==> config.mk <==
export PLATFORM = sky130hd
export DESIGN_NAME = link_frame_receiver
export DESIGN_NICKNAME = d
export VERILOG_FILES = /design/src/rtl/core/lfr_pkg.sv /design/src/rtl/core/link_frame_receiver.sv /design/src/rtl/core/lfr_cfg.sv /design/src/rtl/core/lfr_step.sv
export SDC_FILE = /design/constraint.sdc
export NUM_CORES = 1
export LEC_CHECK = 0
export BUFFER_PORTS_ARGS = -buffer_cell sky130_fd_sc_hd__buf_2
export CORE_AREA = 10 10 114 116
export DETAILED_ROUTE_END_ITERATION = 10
export DIE_AREA = 0 0 124 126
export PLACE_DENSITY = 0.83
export SLEW_MARGIN = 30
export SYNTH_ARGS = -nofsm -noshare
export SYNTH_HDL_FRONTEND = slang
export SYNTH_SLANG_ARGS = --single-unit
==> constraint.sdc <==
create_clock -name i_clk -period 8.7 [get_ports i_clk]
set_input_delay 0.435 -clock i_clk [delete_from_list [all_inputs] [get_ports i_clk]]
set_output_delay 0.435 -clock i_clk [all_outputs]
set_load 0.05 [all_outputs]
==> src/rtl/core/lfr_pkg.sv <==
package lfr_pkg;

    // Frame store geometry and control table size
    localparam int FRAME_DEPTH     = 1024;
    localparam int CONTROL_ENTRIES = 4;
    localparam int WIDX_W          = $clog2(FRAME_DEPTH);
    localparam int CIDX_W          = 2;

    localparam logic [WIDX_W-1:0] HEADER_LEN = WIDX_W'(4);
    localparam logic [WIDX_W-1:0] WIDX_LAST  = WIDX_W'(FRAME_DEPTH - 1);

    // Receiver phase codes
    localparam logic [2:0] PH_START = 3'd0;
    localparam logic [2:0] PH_FLAG  = 3'd1;
    localparam logic [2:0] PH_ADDR  = 3'd2;
    localparam logic [2:0] PH_CTRL  = 3'd3;
    localparam logic [2:0] PH_HDR   = 3'd4;
    localparam logic [2:0] PH_STOP  = 3'd5;

    // Configuration register indexes
    localparam logic [7:0] REG_FLAG    = 8'd0;
    localparam logic [7:0] REG_ADDRESS = 8'd1;
    localparam logic [7:0] REG_MODE    = 8'd2;
    localparam logic [7:0] REG_COUNT   = 8'd3;
    localparam logic [7:0] REG_CTRL_0  = 8'd4;
    localparam logic [7:0] REG_CTRL_1  = 8'd5;
    localparam logic [7:0] REG_CTRL_2  = 8'd6;
    localparam logic [7:0] REG_CTRL_3  = 8'd7;

    typedef struct packed {
        logic [7:0] rx_byte;
        logic       restart;
    } t_in;

    typedef struct packed {
        logic [2:0]        rx_state;
        logic              store_enable;
        logic [WIDX_W-1:0] store_position;
        logic [7:0]        store_byte;
        logic              frame_done;
        logic [WIDX_W-1:0] payload_length;
        logic [CIDX_W-1:0] control_index;
        logic              overflow;
    } t_out;

    typedef struct packed {
        logic [7:0]                         flag_byte;
        logic [7:0]                         address_byte;
        logic                               frame_mode;
        logic [2:0]                         control_count;
        logic [CONTROL_ENTRIES-1:0][7:0]    control_byte;
    } t_cfg;

    typedef struct packed {
        logic [2:0]        rx_phase;
        logic [WIDX_W-1:0] write_index;
        logic [7:0]        seen_address;
        logic [7:0]        seen_control;
        logic [CIDX_W-1:0] matched_index;
    } t_state;

endpackage

==> src/rtl/core/link_frame_receiver.sv <==
// Each byte passes through the input register and then the result register before its
// result is offered.
// Throughput: one byte per cycle unless the result side stalls; the phase update and
// the parallel control table compare sit between the input register and the result register.
// Reset (synchronous, active low): both pipeline stages empty, receiver hunting for
// a flag with position zero, configuration registers at their documented defaults.
module link_frame_receiver (
    input  logic          i_clk,
    input  logic          i_rst_n,
    input  logic          i_in_valid,
    output logic          o_in_ready,
    input  lfr_pkg::t_in  i_in_data,
    output logic          o_out_valid,
    input  logic          i_out_ready,
    output lfr_pkg::t_out o_out_data,
    input  logic          i_cfg_valid,
    output logic          o_cfg_ready,
    input  logic [7:0]    i_cfg_index,
    input  logic [7:0]    i_cfg_data
);
    import lfr_pkg::*;

    t_cfg   cfg;
    t_state r_state;
    t_state n_state;
    t_out   step_result;

    logic   r_s1_valid;
    t_in    r_s1_data;
    logic   r_out_valid;
    t_out   r_out_data;
    logic   out_free;
    logic   s1_move;
    logic   in_take;

    assign o_cfg_ready = 1'b1;

    lfr_cfg u_cfg (
        .i_clk       (i_clk),
        .i_rst_n     (i_rst_n),
        .i_cfg_valid (i_cfg_valid),
        .i_cfg_index (i_cfg_index),
        .i_cfg_data  (i_cfg_data),
        .o_cfg       (cfg)
    );

    lfr_step u_step (
        .i_cfg    (cfg),
        .i_state  (r_state),
        .i_item   (r_s1_data),
        .o_state  (n_state),
        .o_result (step_result)
    );

    // Pipeline flow control
    assign out_free   = !r_out_valid || i_out_ready;
    assign s1_move    = r_s1_valid && out_free;
    assign o_in_ready = !r_s1_valid || out_free;
    assign in_take    = i_in_valid && o_in_ready;

    // Input register
    always_ff @(posedge i_clk) begin
        if (!i_rst_n) begin
            r_s1_valid <= 1'b0;
        end else if (o_in_ready) begin
            r_s1_valid <= i_in_valid;
        end
    end

    always_ff @(posedge i_clk) begin
        if (in_take) begin
            r_s1_data <= i_in_data;
        end
    end

    // Receiver state advances as each byte moves to the result register
    always_ff @(posedge i_clk) begin
        if (!i_rst_n) begin
            r_state <= '0;
        end else if (s1_move) begin
            r_state <= n_state;
        end
    end

    // Result register
    always_ff @(posedge i_clk) begin
        if (!i_rst_n) begin
            r_out_valid <= 1'b0;
        end else if (out_free) begin
            r_out_valid <= r_s1_valid;
        end
    end

    always_ff @(posedge i_clk) begin
        if (s1_move) begin
            r_out_data <= step_result;
        end
    end

    assign o_out_valid = r_out_valid;
    assign o_out_data  = r_out_data;

    // A completed frame writes its closing flag and parks in stop
    a_done_stop: assert property (@(posedge i_clk) disable iff (!i_rst_n)
        (o_out_valid && o_out_data.frame_done) |->
            (o_out_data.store_enable && o_out_data.rx_state == PH_STOP))
        else $error("frame done without store or stop phase");

    // A dropped frame returns to hunting and writes nothing
    a_ovf_start: assert property (@(posedge i_clk) disable iff (!i_rst_n)
        (o_out_valid && o_out_data.overflow) |->
            (!o_out_data.store_enable && o_out_data.rx_state == PH_START))
        else $error("overflow not returning to start");

    // No store write leaves position and byte at zero
    a_idle_store: assert property (@(posedge i_clk) disable iff (!i_rst_n)
        (o_out_valid && !o_out_data.store_enable) |->
            (o_out_data.store_position == '0 && o_out_data.store_byte == '0))
        else $error("store fields set without store write");

    // Receiver state only moves when a byte passes to the result register
    a_state_hold: assert property (@(posedge i_clk) disable iff (!i_rst_n)
        (!s1_move) |=> $stable(r_state))
        else $error("receiver state changed without a byte");

endmodule

==> src/rtl/core/lfr_cfg.sv <==
module lfr_cfg (
    input  logic          i_clk,
    input  logic          i_rst_n,
    input  logic          i_cfg_valid,
    input  logic [7:0]    i_cfg_index,
    input  logic [7:0]    i_cfg_data,
    output lfr_pkg::t_cfg o_cfg
);
    import lfr_pkg::*;

    t_cfg r_cfg;
    t_cfg n_cfg;

    // Decode the register index and update the addressed field
    always_comb begin
        n_cfg = r_cfg;
        if (i_cfg_valid) begin
            unique case (i_cfg_index)
                REG_FLAG:    n_cfg.flag_byte       = i_cfg_data;
                REG_ADDRESS: n_cfg.address_byte    = i_cfg_data;
                REG_MODE:    n_cfg.frame_mode      = i_cfg_data[0];
                REG_COUNT:   n_cfg.control_count   = i_cfg_data[2:0];
                REG_CTRL_0:  n_cfg.control_byte[0] = i_cfg_data;
                REG_CTRL_1:  n_cfg.control_byte[1] = i_cfg_data;
                REG_CTRL_2:  n_cfg.control_byte[2] = i_cfg_data;
                REG_CTRL_3:  n_cfg.control_byte[3] = i_cfg_data;
                default:     n_cfg = r_cfg;
            endcase
        end
    end

    always_ff @(posedge i_clk) begin
        if (!i_rst_n) begin
            r_cfg.flag_byte       <= 8'd126;
            r_cfg.address_byte    <= 8'd3;
            r_cfg.frame_mode      <= 1'b0;
            r_cfg.control_count   <= 3'd1;
            r_cfg.control_byte[0] <= 8'd3;
            r_cfg.control_byte[1] <= 8'd0;
            r_cfg.control_byte[2] <= 8'd0;
            r_cfg.control_byte[3] <= 8'd0;
        end else begin
            r_cfg <= n_cfg;
        end
    end

    assign o_cfg = r_cfg;

endmodule

==> src/rtl/core/lfr_step.sv <==
module lfr_step (
    input  lfr_pkg::t_cfg   i_cfg,
    input  lfr_pkg::t_state i_state,
    input  lfr_pkg::t_in    i_item,
    output lfr_pkg::t_state o_state,
    output lfr_pkg::t_out   o_result
);
    import lfr_pkg::*;

    t_state            cur;
    t_state            nxt;
    t_out              res;
    logic [7:0]        b;
    logic              is_flag;
    logic              ctrl_hit;
    logic [CIDX_W-1:0] ctrl_idx;

    assign b       = i_item.rx_byte;
    assign is_flag = (b == i_cfg.flag_byte);

    // Parallel control table compare; first valid entry wins
    always_comb begin
        ctrl_hit = 1'b0;
        ctrl_idx = '0;
        for (int k = 0; k < CONTROL_ENTRIES; k++) begin
            if (!ctrl_hit && (k < int'(i_cfg.control_count))
                    && (i_cfg.control_byte[k] == b)) begin
                ctrl_hit = 1'b1;
                ctrl_idx = CIDX_W'(k);
            end
        end
    end

    // Apply restart ahead of the byte, then advance the phase
    always_comb begin
        cur = i_state;
        if (i_item.restart) begin
            cur.rx_phase    = PH_START;
            cur.write_index = '0;
        end
        nxt = cur;
        res = '0;

        unique case (cur.rx_phase)
            PH_START: begin
                nxt.write_index = '0;
                if (is_flag) begin
                    res.store_enable = 1'b1;
                    res.store_position = '0;
                    nxt.write_index = WIDX_W'(1);
                    nxt.rx_phase = PH_FLAG;
                end
            end
            PH_FLAG: begin
                if (!is_flag) begin
                    if (b == i_cfg.address_byte) begin
                        res.store_enable = 1'b1;
                        res.store_position = WIDX_W'(1);
                        nxt.seen_address = b;
                        nxt.write_index = WIDX_W'(2);
                        nxt.rx_phase = PH_ADDR;
                    end else begin
                        nxt.rx_phase = PH_START;
                        nxt.write_index = '0;
                    end
                end
            end
            PH_ADDR: begin
                if (is_flag) begin
                    nxt.rx_phase = PH_FLAG;
                    nxt.write_index = WIDX_W'(1);
                end else if (ctrl_hit) begin
                    res.store_enable = 1'b1;
                    res.store_position = WIDX_W'(2);
                    nxt.seen_control = b;
                    nxt.matched_index = ctrl_idx;
                    nxt.write_index = WIDX_W'(3);
                    nxt.rx_phase = PH_CTRL;
                end else begin
                    nxt.rx_phase = PH_START;
                    nxt.write_index = '0;
                end
            end
            PH_CTRL: begin
                // Header check match has priority over a flag
                if (b == (cur.seen_address ^ cur.seen_control)) begin
                    res.store_enable = 1'b1;
                    res.store_position = WIDX_W'(3);
                    nxt.write_index = HEADER_LEN;
                    nxt.rx_phase = PH_HDR;
                end else if (is_flag) begin
                    nxt.rx_phase = PH_FLAG;
                    nxt.write_index = WIDX_W'(1);
                end else begin
                    nxt.rx_phase = PH_START;
                    nxt.write_index = '0;
                end
            end
            PH_HDR: begin
                if (is_flag) begin
                    res.store_enable = 1'b1;
                    res.store_position = cur.write_index;
                    res.frame_done = 1'b1;
                    if (i_cfg.frame_mode) begin
                        res.payload_length = cur.write_index - HEADER_LEN;
                    end else begin
                        res.control_index = cur.matched_index;
                    end
                    nxt.rx_phase = PH_STOP;
                end else if (!i_cfg.frame_mode) begin
                    nxt.rx_phase = PH_START;
                    nxt.write_index = '0;
                end else if (cur.write_index >= WIDX_LAST) begin
                    // Last slot is kept for the closing flag: drop the frame
                    res.overflow = 1'b1;
                    nxt.rx_phase = PH_START;
                    nxt.write_index = '0;
                end else begin
                    res.store_enable = 1'b1;
                    res.store_position = cur.write_index;
                    nxt.write_index = cur.write_index + WIDX_W'(1);
                end
            end
            PH_STOP: begin
                nxt = cur;
            end
            default: begin
                nxt = cur;
            end
        endcase

        res.rx_state = nxt.rx_phase;
        if (res.store_enable) begin
            res.store_byte = b;
        end
    end

    assign o_state  = nxt;
    assign o_result = res;

endmodule

==> reports/qor.csv <==
metric,value,unit
root_buffer,clkbuf_8,
clockBufferDepth,2,
cts_setup_buffers,0,
syn_inst,629,
utilization,66.9,%
core-area,10700,um2
via_per_inst,5.84,
io_buffers,67,
cts_sinks,130,
std_cell_rows,38,
required,8.95,ns
layout_setup_ws,5.09,ns
numCtsBuffers,17,
criticalPathCategory,reg2reg,
ys_seq_area_share,48.9,%
cpMaxStageDelayCell,o311ai_2,
crit_family,simple AND/OR/NAND/NOR gates,
diodes,0,
htreeDepth,4,
period_share,41.5,%
holdCritPathClass,in2reg,
area_growth,14.6,%
clk_latency,0.53,ns
cap_violations,0,
synth-async-reset-ratio,0,%
cts_resized,0,
first_global_vias,4794,
hold_buffers,0,
ff2ff_setup_slack,5.09,ns
hold_slack,0.0818,ns
slew_headroom,46.6,%
path_clk_slew,0.06,ns
cp_num_buf_inv,3,
cts_tree,done,
io_pins,69,
wl_per_cell,18.2,um
die_w,124,um
crit_chain,"inv_1, nand2_1, inv_1, ha_1, nand4_1, o311ai_2, inv_1, nor2_1, o211ai_1",
syn_avg_cell_area,9.93,um2
critPathCaptureType,flop,
drt-pass1-iter-count,5,
netlist_area,6240,um2
worstMarginPinSlew,0.797,ns
fillerInstances,807,
gp_congestion,0.882,
grt_antenna_before_repair,0,
synth_cell_types,57,
ant_nets,0,
synth_top_area_share,27.2,%
die_h,126,um
synth.area.top_cells,"dfxtp_1, edfxtp_1, mux2i_1, xnor2_1, nor2_1",
grt_util_all_layers,19.6,%
routed_wl,15.1,mm
setup_violations,0,
critPathArrivalTime,3.86,ns
fin_skew,0.0151,ns
yosysTopAreaCell,dfxtp_1,
max_stage_delay,0.62,ns
vias,4862,
drcViolationCount,0,
gr-total-overflow,0,
drv_slew,0,
initial_core_util,58.4,%
regArea,3050,um2
grt_max_degree,62,
cp-start-kind,flop,
max-vdd-ir-drop,0.000148,V
p_per_area,200,nW/um2
post-route-min-period,3.61,ns
crit_fanout,16,
crit_top_cell,inv_1,
synth_warnings,0,
dpl.hpwl,10.2,mm
grt_pass1_wl,24.2,mm
synthFlopType,dfxtp_1,
dp_slack,5.23,ns
multiInputGateArea,2940,um2
rsz0062_at_grt,no,
finalHoldViolations,0,
nets,712,
status,completed,
p_leak,0.00304,uW
layout-drive-gt1-share,16.2,%
tns,0,ns
die_area,15600,um2
syn_nets,662,
first_iter_violations,425,
synth-edff-count,45,
ys_ff_latch,130,
fmax,277,MHz
through the flow:
stage / area (um2) / cells / power, uW
2_1_floorplan: 6240 / 629 / 732
3_3_place_gp: 6570 / 800 / 759
3_5_place_dp: 6570 / 800 / 761
6_report: 7160 / 832 / 1430
5_1_grt: 7160 / 832 / 1470
4_1_cts: 7150 / 832 / 1440
cells in the mapped netlist, drive strengths merged, types with 2 or more instances:
library cell / number
dfxtp: 85
nor2: 80
nand2: 69
mux2i: 59
edfxtp: 45
xnor2: 36
nand3: 24
a21oi: 23
xor2: 23
clkbuf: 22
buf: 18
nor3: 17
o21ai: 17
and2: 11
inv: 10
nor2b: 10
nand4: 9
nor4: 8
a31oi: 6
nand3b: 6
xnor3: 6
a221oi: 4
or3: 4
ha: 3
a211oi: 2
a311oi: 2
a41oi: 2
and3: 2
nand2b: 2
nor3b: 2
nor4b: 2
o211ai: 2
or4: 2
flip-flops by register name, indices dropped and copies added, names as in the netlist:
| register | flops |
|---|---|
| u_cfg.o_cfg | 52 |
| o_out_data | 36 |
| r_state | 31 |
| r_s1_data | 9 |
| o_out_valid | 1 |
| r_s1_valid | 1 |
routing by layer:
metal	GRT usage, %	share of wire (%)	vias to the layer above
li1	-	-	2287
met1	24.3	41	2326
met2	30.9	49	212
met3	5.54	7.8	37
met4	8.60	2.5	0
met5	0	0	-
placed cells by master (no fill, tap or decap), types with 8 or more instances in the layout:
cell type / count
clkbuf_16: 19
nor2_1: 80
nand2_1: 69
and2_1: 11
nand3_1: 23
dfxtp_1: 85
a21oi_1: 23
mux2i_1: 59
inv_1: 10
o21ai_0: 17
buf_2: 67
nand4_1: 8
nor3_1: 16
xnor2_1: 36
nor2b_1: 10
xor2_1: 23
edfxtp_1: 45
cells by family after synthesis:
kind of cell | count (synthesis) | share of synthesized area (%)
and+or+nand+nor | 251 | 19.4
DFF | 130 | 48.9
AOI/OAI and AO/OA | 69 | 7.05
xor gates and xnor gates | 65 | 10.4
muxes | 59 | 9.46
buffers and inverters | 51 | 4.09
adders and majority gates | 3 | 0.601
other | 1 | 0.0601
path summary, 6_finish.rpt:
path	start	endpoint	cells past startpoint
worst max-delay path	r_s1_data[0]	o_out_data[22]	9
worst min-delay path	i_in_data[3]	r_s1_data[3]	1
worst max register to register	r_s1_data[0]	o_out_data[22]	9
worst min register to register	r_state[0]	r_state[0]	2
power breakdown:
group          internal [uW]  total, uW  switching (uW)
clock                    416        684             268
combinational           27.1       92.9            65.8
sequential               639        656            17.1
worst register-to-register path, stage by stage, from the launching register on:
cell	delay, ns
edfxtp_1	0.59
inv_1	0.41
nand2_1	0.20
inv_1	0.16
ha_1	0.20
nand4_1	0.24
o311ai_2	0.62
inv_1	0.14
nor2_1	0.58
o211ai_1	0.19
cell type report:
class	count	area share, %
Clock buffer	22	7.22
Clock inverter	10	0.909
Inverter	11	0.577
Multi-Input combinational cell	448	41.1
Sequential cell	130	42.6
Tap cell	140	2.45
Timing Repair Buffer	71	5.10
No activity file was read; power rests on OpenSTA's default activity.
